### src/sv/dtt_pkg.sv
// Package for the deadline timer table: sizes, command codes, result codes and cell control type.
package dtt_pkg;

  localparam int SLOTS      = 16;
  localparam int IDX_W      = (SLOTS > 1) ? $clog2(SLOTS) : 1;
  localparam int RESULT_CAP = 16;
  localparam int CNT_W      = $clog2(RESULT_CAP);
  localparam int ID_W       = 31;
  localparam int DL_W       = 49;
  localparam int NOW_W      = 48;
  localparam int WAIT_W     = 37;
  localparam int MS_W       = 31;

  localparam logic [9:0]        US_PER_MS  = 10'd1000;
  localparam logic [DL_W-1:0]   EMPTY_WAIT = DL_W'(100000) * DL_W'(1000 * 1000);
  localparam logic [ID_W-1:0]   ID_MAX     = '1;

  // command codes
  localparam logic [1:0] CMD_ADD    = 2'd0;
  localparam logic [1:0] CMD_REMOVE = 2'd1;
  localparam logic [1:0] CMD_EXPIRE = 2'd2;
  localparam logic [1:0] CMD_QUERY  = 2'd3;

  // result kinds
  localparam logic [2:0] KIND_ADDED   = 3'd0;
  localparam logic [2:0] KIND_FULL    = 3'd1;
  localparam logic [2:0] KIND_REMOVED = 3'd2;
  localparam logic [2:0] KIND_BAD_ID  = 3'd3;
  localparam logic [2:0] KIND_EXPIRED = 3'd4;
  localparam logic [2:0] KIND_NONE    = 3'd5;
  localparam logic [2:0] KIND_WAIT    = 3'd6;

  // per-cell control
  typedef struct packed {
    logic load_new;
    logic load_prev;
    logic clr;
  } cell_ctrl_t;

endpackage

### src/sv/deadline_timer_table_top.sv
// Top level of the deadline timer table: command sequencer over a chain of cells.
//
//  channel   signals                                   transaction
//  command   start, busy, cmd, delay_ms, target_id,    start && !busy
//            now_us
//  result    strobe, kind, timer_id, wait_us, last     strobe (one cycle)
//
// Add, remove: a single command state issues the result. Expire: a mark state, then
// a scan with one slot of the cell chain examined per cycle. Query: the minimum
// deadline is found by a scan over the cells, one per cycle, then a result state.
// Reset (rst, synchronous) empties the table and sets the next id to one.
// The receiver cannot stall; busy is low again in the cycle of the last result.
module deadline_timer_table_top (
  input  logic                        clk,
  input  logic                        rst,
  input  logic                        start,
  output logic                        busy,
  input  logic [1:0]                  cmd,
  input  logic [dtt_pkg::MS_W-1:0]    delay_ms,
  input  logic [dtt_pkg::ID_W-1:0]    target_id,
  input  logic [dtt_pkg::NOW_W-1:0]   now_us,
  output logic                        strobe,
  output logic [2:0]                  kind,
  output logic [dtt_pkg::ID_W-1:0]    timer_id,
  output logic [dtt_pkg::WAIT_W-1:0]  wait_us,
  output logic                        last
);
  import dtt_pkg::*;

  typedef enum logic [6:0] {
    ST_IDLE     = 7'b0000001,
    ST_ADD      = 7'b0000010,
    ST_REMOVE   = 7'b0000100,
    ST_EXP_MARK = 7'b0001000,
    ST_EXP_SCAN = 7'b0010000,
    ST_QRY_SCAN = 7'b0100000,
    ST_QRY_DONE = 7'b1000000
  } state_t;

  state_t              state;
  logic [MS_W-1:0]     delay_r;
  logic [ID_W-1:0]     target_r;
  logic [NOW_W-1:0]    now_r;
  logic [ID_W-1:0]     next_id;
  logic [IDX_W-1:0]    idx;
  logic [CNT_W-1:0]    cnt;
  logic [SLOTS-1:0]    mask;
  logic                best_valid;
  logic [DL_W-1:0]     best_dl;

  logic [SLOTS-1:0]    valid_v;
  logic [SLOTS-1:0]    expired_v;
  logic [SLOTS-1:0]    match_v;
  logic [SLOTS-1:0]    prefix;
  logic [SLOTS-1:0]    above;
  logic [ID_W-1:0]     id_v [SLOTS];
  logic [DL_W-1:0]     dl_v [SLOTS];
  cell_ctrl_t          ctrl_v [SLOTS];
  logic [DL_W-1:0]     new_dl;
  logic [DL_W-1:0]     diff;
  logic                accept;
  logic                full;
  logic                final_hit;

  assign accept = start && !busy;
  assign busy   = (state != ST_IDLE);
  assign full   = &valid_v;
  assign new_dl = {1'b0, now_r} + (DL_W'(delay_r) * DL_W'(US_PER_MS));
  assign diff   = best_dl - {1'b0, now_r};

  // prefix of valid cells: a cell shifts on add while all above it are full
  always_comb begin
    prefix[0] = 1'b1;
    for (int i = 1; i < SLOTS; i++) begin
      prefix[i] = prefix[i-1] & valid_v[i-1];
    end
  end

  // expired cells past the scan index
  always_comb begin
    for (int i = 0; i < SLOTS; i++) begin
      above[i] = mask[i] && (i > int'(idx));
    end
  end
  assign final_hit = (above == '0) || (cnt == CNT_W'(RESULT_CAP - 1));

  // cell controls
  always_comb begin
    for (int i = 0; i < SLOTS; i++) begin
      ctrl_v[i].load_new  = (state == ST_ADD) && !full && (i == 0);
      ctrl_v[i].load_prev = (state == ST_ADD) && !full && (i != 0) && prefix[i];
      ctrl_v[i].clr       = ((state == ST_REMOVE) && (target_r != '0) && match_v[i]) ||
                            ((state == ST_EXP_SCAN) && (IDX_W'(i) == idx) && mask[i]);
    end
  end

  // chain of cells, newest entry at cell 0
  for (genvar g = 0; g < SLOTS; g++) begin : g_cell
    if (g == 0) begin : g_head
      dtt_cell u_cell (
        .clk, .rst, .ctrl(ctrl_v[g]),
        .prev_valid(1'b0), .prev_id('0), .prev_deadline('0),
        .new_id(next_id), .new_deadline(new_dl), .now(now_r), .target(target_r),
        .valid(valid_v[g]), .id(id_v[g]), .deadline(dl_v[g]),
        .expired(expired_v[g]), .match(match_v[g])
      );
    end else begin : g_body
      dtt_cell u_cell (
        .clk, .rst, .ctrl(ctrl_v[g]),
        .prev_valid(valid_v[g-1]), .prev_id(id_v[g-1]), .prev_deadline(dl_v[g-1]),
        .new_id(next_id), .new_deadline(new_dl), .now(now_r), .target(target_r),
        .valid(valid_v[g]), .id(id_v[g]), .deadline(dl_v[g]),
        .expired(expired_v[g]), .match(match_v[g])
      );
    end
  end

  // command latch
  always_ff @(posedge clk) begin
    if (accept) begin
      delay_r  <= delay_ms;
      target_r <= target_id;
      now_r    <= now_us;
    end
  end

  // sequencer
  always_ff @(posedge clk) begin
    if (rst) begin
      state   <= ST_IDLE;
      next_id <= ID_W'(1);
      strobe  <= 1'b0;
    end else begin
      strobe <= 1'b0;
      case (state)
        ST_IDLE: begin
          if (accept) begin
            case (cmd)
              CMD_ADD:    state <= ST_ADD;
              CMD_REMOVE: state <= ST_REMOVE;
              CMD_EXPIRE: state <= ST_EXP_MARK;
              default:    state <= ST_QRY_SCAN;
            endcase
            idx        <= '0;
            cnt        <= '0;
            best_valid <= 1'b0;
          end
        end
        ST_ADD: begin
          strobe  <= 1'b1;
          wait_us <= '0;
          last    <= 1'b1;
          if (full) begin
            kind     <= KIND_FULL;
            timer_id <= '0;
          end else begin
            kind     <= KIND_ADDED;
            timer_id <= next_id;
            next_id  <= (next_id == ID_MAX) ? ID_W'(1) : next_id + ID_W'(1);
          end
          state <= ST_IDLE;
        end
        ST_REMOVE: begin
          strobe   <= 1'b1;
          kind     <= (target_r == '0) ? KIND_BAD_ID : KIND_REMOVED;
          timer_id <= '0;
          wait_us  <= '0;
          last     <= 1'b1;
          state    <= ST_IDLE;
        end
        ST_EXP_MARK: begin
          mask <= expired_v;
          if (expired_v == '0) begin
            strobe   <= 1'b1;
            kind     <= KIND_NONE;
            timer_id <= '0;
            wait_us  <= '0;
            last     <= 1'b1;
            state    <= ST_IDLE;
          end else begin
            state <= ST_EXP_SCAN;
          end
        end
        ST_EXP_SCAN: begin
          if (mask[idx]) begin
            strobe    <= 1'b1;
            kind      <= KIND_EXPIRED;
            timer_id  <= id_v[idx];
            wait_us   <= '0;
            last      <= final_hit;
            mask[idx] <= 1'b0;
            cnt       <= cnt + CNT_W'(1);
            if (final_hit) begin
              state <= ST_IDLE;
            end
          end
          idx <= idx + IDX_W'(1);
        end
        ST_QRY_SCAN: begin
          if (valid_v[idx] && (!best_valid || dl_v[idx] < best_dl)) begin
            best_valid <= 1'b1;
            best_dl    <= dl_v[idx];
          end
          idx <= idx + IDX_W'(1);
          if (idx == IDX_W'(SLOTS - 1)) begin
            state <= ST_QRY_DONE;
          end
        end
        ST_QRY_DONE: begin
          strobe   <= 1'b1;
          kind     <= KIND_WAIT;
          timer_id <= '0;
          last     <= 1'b1;
          if (!best_valid) begin
            wait_us <= WAIT_W'(EMPTY_WAIT);
          end else if (best_dl <= {1'b0, now_r}) begin
            wait_us <= '0;
          end else if (diff > EMPTY_WAIT) begin
            wait_us <= WAIT_W'(EMPTY_WAIT);
          end else begin
            wait_us <= diff[WAIT_W-1:0];
          end
          state <= ST_IDLE;
        end
        default: state <= ST_IDLE;
      endcase
    end
  end

  // an accepted command always makes the block busy in the following cycle
  a_accept_busy: assert property (@(posedge clk) disable iff (rst) accept |=> busy)
    else $error("busy not raised after accept");

  // every result closes out work that was in progress
  a_strobe_busy: assert property (@(posedge clk) disable iff (rst) strobe |-> $past(busy))
    else $error("result without a command in progress");

  // an added timer never gets id zero
  a_add_id: assert property (@(posedge clk) disable iff (rst)
      (strobe && kind == KIND_ADDED) |-> (timer_id != '0))
    else $error("zero id handed out");

  // wait is only reported on query results
  a_wait_zero: assert property (@(posedge clk) disable iff (rst)
      (strobe && kind != KIND_WAIT) |-> (wait_us == '0))
    else $error("wait on non-query result");

endmodule

### src/sv/dtt_cell.sv
// One timer cell: holds an entry, compares it, and shifts from its neighbour.
module dtt_cell (
  input  logic                     clk,
  input  logic                     rst,
  input  dtt_pkg::cell_ctrl_t      ctrl,
  input  logic                     prev_valid,
  input  logic [dtt_pkg::ID_W-1:0] prev_id,
  input  logic [dtt_pkg::DL_W-1:0] prev_deadline,
  input  logic [dtt_pkg::ID_W-1:0] new_id,
  input  logic [dtt_pkg::DL_W-1:0] new_deadline,
  input  logic [dtt_pkg::NOW_W-1:0] now,
  input  logic [dtt_pkg::ID_W-1:0] target,
  output logic                     valid,
  output logic [dtt_pkg::ID_W-1:0] id,
  output logic [dtt_pkg::DL_W-1:0] deadline,
  output logic                     expired,
  output logic                     match
);
  import dtt_pkg::*;

  // valid flag
  always_ff @(posedge clk) begin
    if (rst) begin
      valid <= 1'b0;
    end else if (ctrl.load_new) begin
      valid <= 1'b1;
    end else if (ctrl.load_prev) begin
      valid <= prev_valid;
    end else if (ctrl.clr) begin
      valid <= 1'b0;
    end
  end

  // payload
  always_ff @(posedge clk) begin
    if (ctrl.load_new) begin
      id       <= new_id;
      deadline <= new_deadline;
    end else if (ctrl.load_prev) begin
      id       <= prev_id;
      deadline <= prev_deadline;
    end
  end

  assign expired = valid && (deadline < {1'b0, now});
  assign match   = valid && (id == target);

endmodule

### config.mk
export PLATFORM = sky130hd
export DESIGN_NAME = deadline_timer_table_top
export DESIGN_NICKNAME = d
export VERILOG_FILES = /design/src/sv/dtt_pkg.sv /design/src/sv/deadline_timer_table_top.sv /design/src/sv/dtt_cell.sv
export SDC_FILE = /design/constraint.sdc
export NUM_CORES = 2
export LEC_CHECK = 0
export BUFFER_PORTS_ARGS = -buffer_cell sky130_fd_sc_hd__clkbuf_2
export CAP_MARGIN = 20
export CORE_MARGIN = 2
export CORE_UTILIZATION = 58
export DETAILED_ROUTE_END_ITERATION = 16
export PLACE_DENSITY = 0.78
export SLEW_MARGIN = 30
export SYNTH_ARGS = -nofsm -noshare
export SYNTH_HDL_FRONTEND = slang
export SYNTH_SLANG_ARGS = --single-unit
### constraint.sdc
create_clock -name clk -period 14.8 [get_ports clk]
set_clock_uncertainty 0.2 [all_clocks]
set_input_delay 1.48 -clock clk [delete_from_list [all_inputs] [get_ports clk]]
set_output_delay 1.48 -clock clk [all_outputs]
set_load 0.1 [all_outputs]
==> flow_metrics.env <==
export IMPL_outcome="finished, final reports clean"
export IMPL_arrival_ps=8590
export IMPL_tns_ps=0
export IMPL_firstDrtPassIters=6
export IMPL_drt_wl_total_um=301000
export IMPL_cts_tree="built"
export IMPL_core_um2=161000
export IMPL_pre_cts_ws_ps=6690
export IMPL_wl_met2_um=129000
export IMPL_synth_edf_count=1536
export IMPL_drive_gt1_share_pct=11.7
export IMPL_clk_pin_slew_worst_paths_ps=60
export IMPL_drc_errors=0
export IMPL_p_leak_nw=39.0
export IMPL_fin_crit_ps=8230
export IMPL_cts_sinks=1591
export IMPL_finalSetupViolations=0
export IMPL_critical_path_slowest_cell="o31ai_1"
export IMPL_crit_top_cell="a21oi_1"
export IMPL_syn_nets=8485
export IMPL_fp_row_count=147
export IMPL_fin_crit_sh_pct=55.6
export IMPL_cts_hold_buf=0
export IMPL_yosys_area_share_xor_xnor_pct=5.97
export IMPL_clock_path_buffers=3
export IMPL_area_growth_synth_to_final_pct=10.1
export IMPL_syn_area_um2=93900
export IMPL_synth_simple_area_share_pct=7.86
export IMPL_start_kind="flop"
export IMPL_ios=189
export IMPL_slew_violations=0
export IMPL_clock_latency_ps=850
export IMPL_crit_type="flop to flop"
export IMPL_synthMuxAreaShare_pct=7.67
export IMPL_layout_nets=8735
export IMPL_yosys_warnings=0
export IMPL_synth_compound_area_share_pct=10.5
export IMPL_wl_per_cell_um=30.6
export IMPL_grt_overflow=0
export IMPL_initial_core_util_pct=58.4
export IMPL_yosys_area_top_type="edfxtp_1"
export IMPL_io_buffers=188
export IMPL_power_density_nw_per_um2=185
export IMPL_synth_top_cell_area_share_pct=49.1
export IMPL_fmax_ghz=0.122
export IMPL_synthAdderAreaFrac_pct=15.5
export IMPL_gp_congestion=1.01
export IMPL_die_h_um=406
export IMPL_vias_per_cell=6.88
export IMPL_cts_buffers_inserted=175
export IMPL_placed_area_um2=97900
export IMPL_dr_total_vias=67700
export IMPL_synthTopCellsByArea="edfxtp_1, ha_1, xnor2_1, mux4_2, mux2i_1"
export IMPL_synth_top_family_by_area="adder cells"
export IMPL_hold_viol_final=0
export IMPL_antenna_left=0
export IMPL_grt_max_degree=95
export IMPL_grt_pass1_wl_um=438000
export IMPL_holdWs_ps=249
export IMPL_grt_usage_pct=36.3
export IMPL_async_reset_ff_share_pct=0
export IMPL_drt_initial_drc_count=8681
export IMPL_fin_ws_ps=6570
export IMPL_drv_cap=0
export IMPL_grt_pass1_vias=66900
export IMPL_dp_hpwl_um=227000
export IMPL_path_max_fanout=6
export IMPL_synth_flop_cell="edfxtp_1"
export IMPL_htreeDepth=4
export IMPL_synthCells=7279
export IMPL_grt_setup_unrepaired="false"
export IMPL_syn_avg_cell_area_um2=12.9
export IMPL_yosys_register_bits=1591
export IMPL_antenna_found_initial=11
export IMPL_ir_drop_mv=0.295
export IMPL_synth_cell_type_count=87
export IMPL_required_ps=15160
export IMPL_cpPeakStageDelay_ps=720
export IMPL_final_core_util_pct=64.4
export IMPL_drt_met1_wl_um=112000
export IMPL_end_kind="flop"
export IMPL_final_common_cell="edfxtp_1"
export IMPL_post_route_cell_area_um2=103000
export IMPL_final_cell_mix="edfxtp_1, ha_1, xnor2_1, a21oi_1, nor2_1"
export IMPL_route_met3_wl_um=44000
export IMPL_post_cts_buffers=0
export IMPL_relSlewSlack_pct=29.4
export IMPL_cts_root_buf="clkbuf_16"
export IMPL_worstMarginPinSlew_ps=1060
export IMPL_die_x_um=406
export IMPL_cts_resized_gates=0
export IMPL_hp_class="flop to flop"
export IMPL_routed_top_layer="met5"
export IMPL_yosysSeqAreaShare_pct=50.3
export IMPL_fp_dieArea_um2=165000
stage by stage:
| stage | std cells | power (mW) |
|---|---|---|
| final | 9841 | 19.1 |
| after global placement | 9512 | 14.4 |
| after floorplan | 7279 | 12.4 |
| after CTS | 9832 | 18.9 |
| after global routing | 9833 | 20.2 |
| after detailed placement | 9512 | 14.7 |
worst paths after layout:
path / startpoint / to / slack [ps] / cells past startpoint
worst max register to register: delay_r[0] / g_cell[0].g_head.u_cell.deadline[45] / 6570 / 30
worst max-delay path: delay_r[0] / g_cell[0].g_head.u_cell.deadline[45] / 6570 / 30
worst min register to register: g_cell[5].g_body.u_cell.deadline[6] / g_cell[6].g_body.u_cell.deadline[6] / 250 / 0
worst min-delay path: g_cell[5].g_body.u_cell.deadline[6] / g_cell[6].g_body.u_cell.deadline[6] / 250 / 0
layer usage:
metal | up-vias | GRT usage, %
met2 | 4683 | 53.5
met3 | 852 | 12.7
met1 | 33400 | 48.3
li1 | 28800 | -
met4 | 12 | 16.9
met5 | - | 0
synth_stat cells (49+ instances only):
cell         n
a211oi_1    71
a21o_1     270
a21oi_1    424
a31oi_1     50
clkbuf_1   181
dfxtp_1     55
edfxtp_1  1536
fa_1       116
ha_1       975
inv_1      306
mux2i_1    250
mux4_2     192
nand2_1    240
nand3_1    134
nand4_1    275
nor2_1     326
nor2b_1     69
nor4_1      78
o21a_1      49
o21ai_0    248
o221ai_1    74
o22ai_1     72
xnor2_1    562
xor2_1      78
worst max-delay path: cells and delay by family, from the launching register on:
family | cells | cell delay (ps)
xor+xnor | 2 | 190
simple gates | 5 | 780
compound gates | 15 | 3410
fa+ha+maj | 6 | 2790
buf+inv | 2 | 90
flops | 1 | 500
where the power goes:
part           internal, mW  switching (mW)
logic                  3.85            5.54
clock network          2.38            1.91
registers              5.35          0.0712
logic make-up (layout without fill, tap and decap cells):
logic type	Yosys count	count (layout)
xor+xnor	640	640
flops	1591	1591
simple gates	1407	1407
compound gates	1510	1510
other cells	0	9
mux	476	476
fa+ha+maj	1091	1091
buf+inv	564	957
sequential cells by signal (all words and copies together), names as in the netlist, 3 cells and up:
register,cells
g_cell.g_head.u_cell.deadline,49
kind,3
timer_id,31
cnt,4
target_r,31
idx,4
now_r,48
delay_r,31
wait_us,37
best_dl,49
g_cell.g_body.u_cell.valid,15
next_id,31
g_cell.g_body.u_cell.id,465
state,7
g_cell.g_body.u_cell.deadline,735
g_cell.g_head.u_cell.id,31
mask,16
cell type report:
type | instances | area, um2
well taps | 2160 | 2700
inverters | 306 | 1160
multi-input cells | 5124 | 44800
fillers | 11900 | 57300
clock buffers | 217 | 4600
clock inverters | 103 | 941
diodes | 9 | 22.5
repair buffers | 331 | 2060
flip-flops and latches | 1591 | 47200
(Power assumes the default switching activity.)
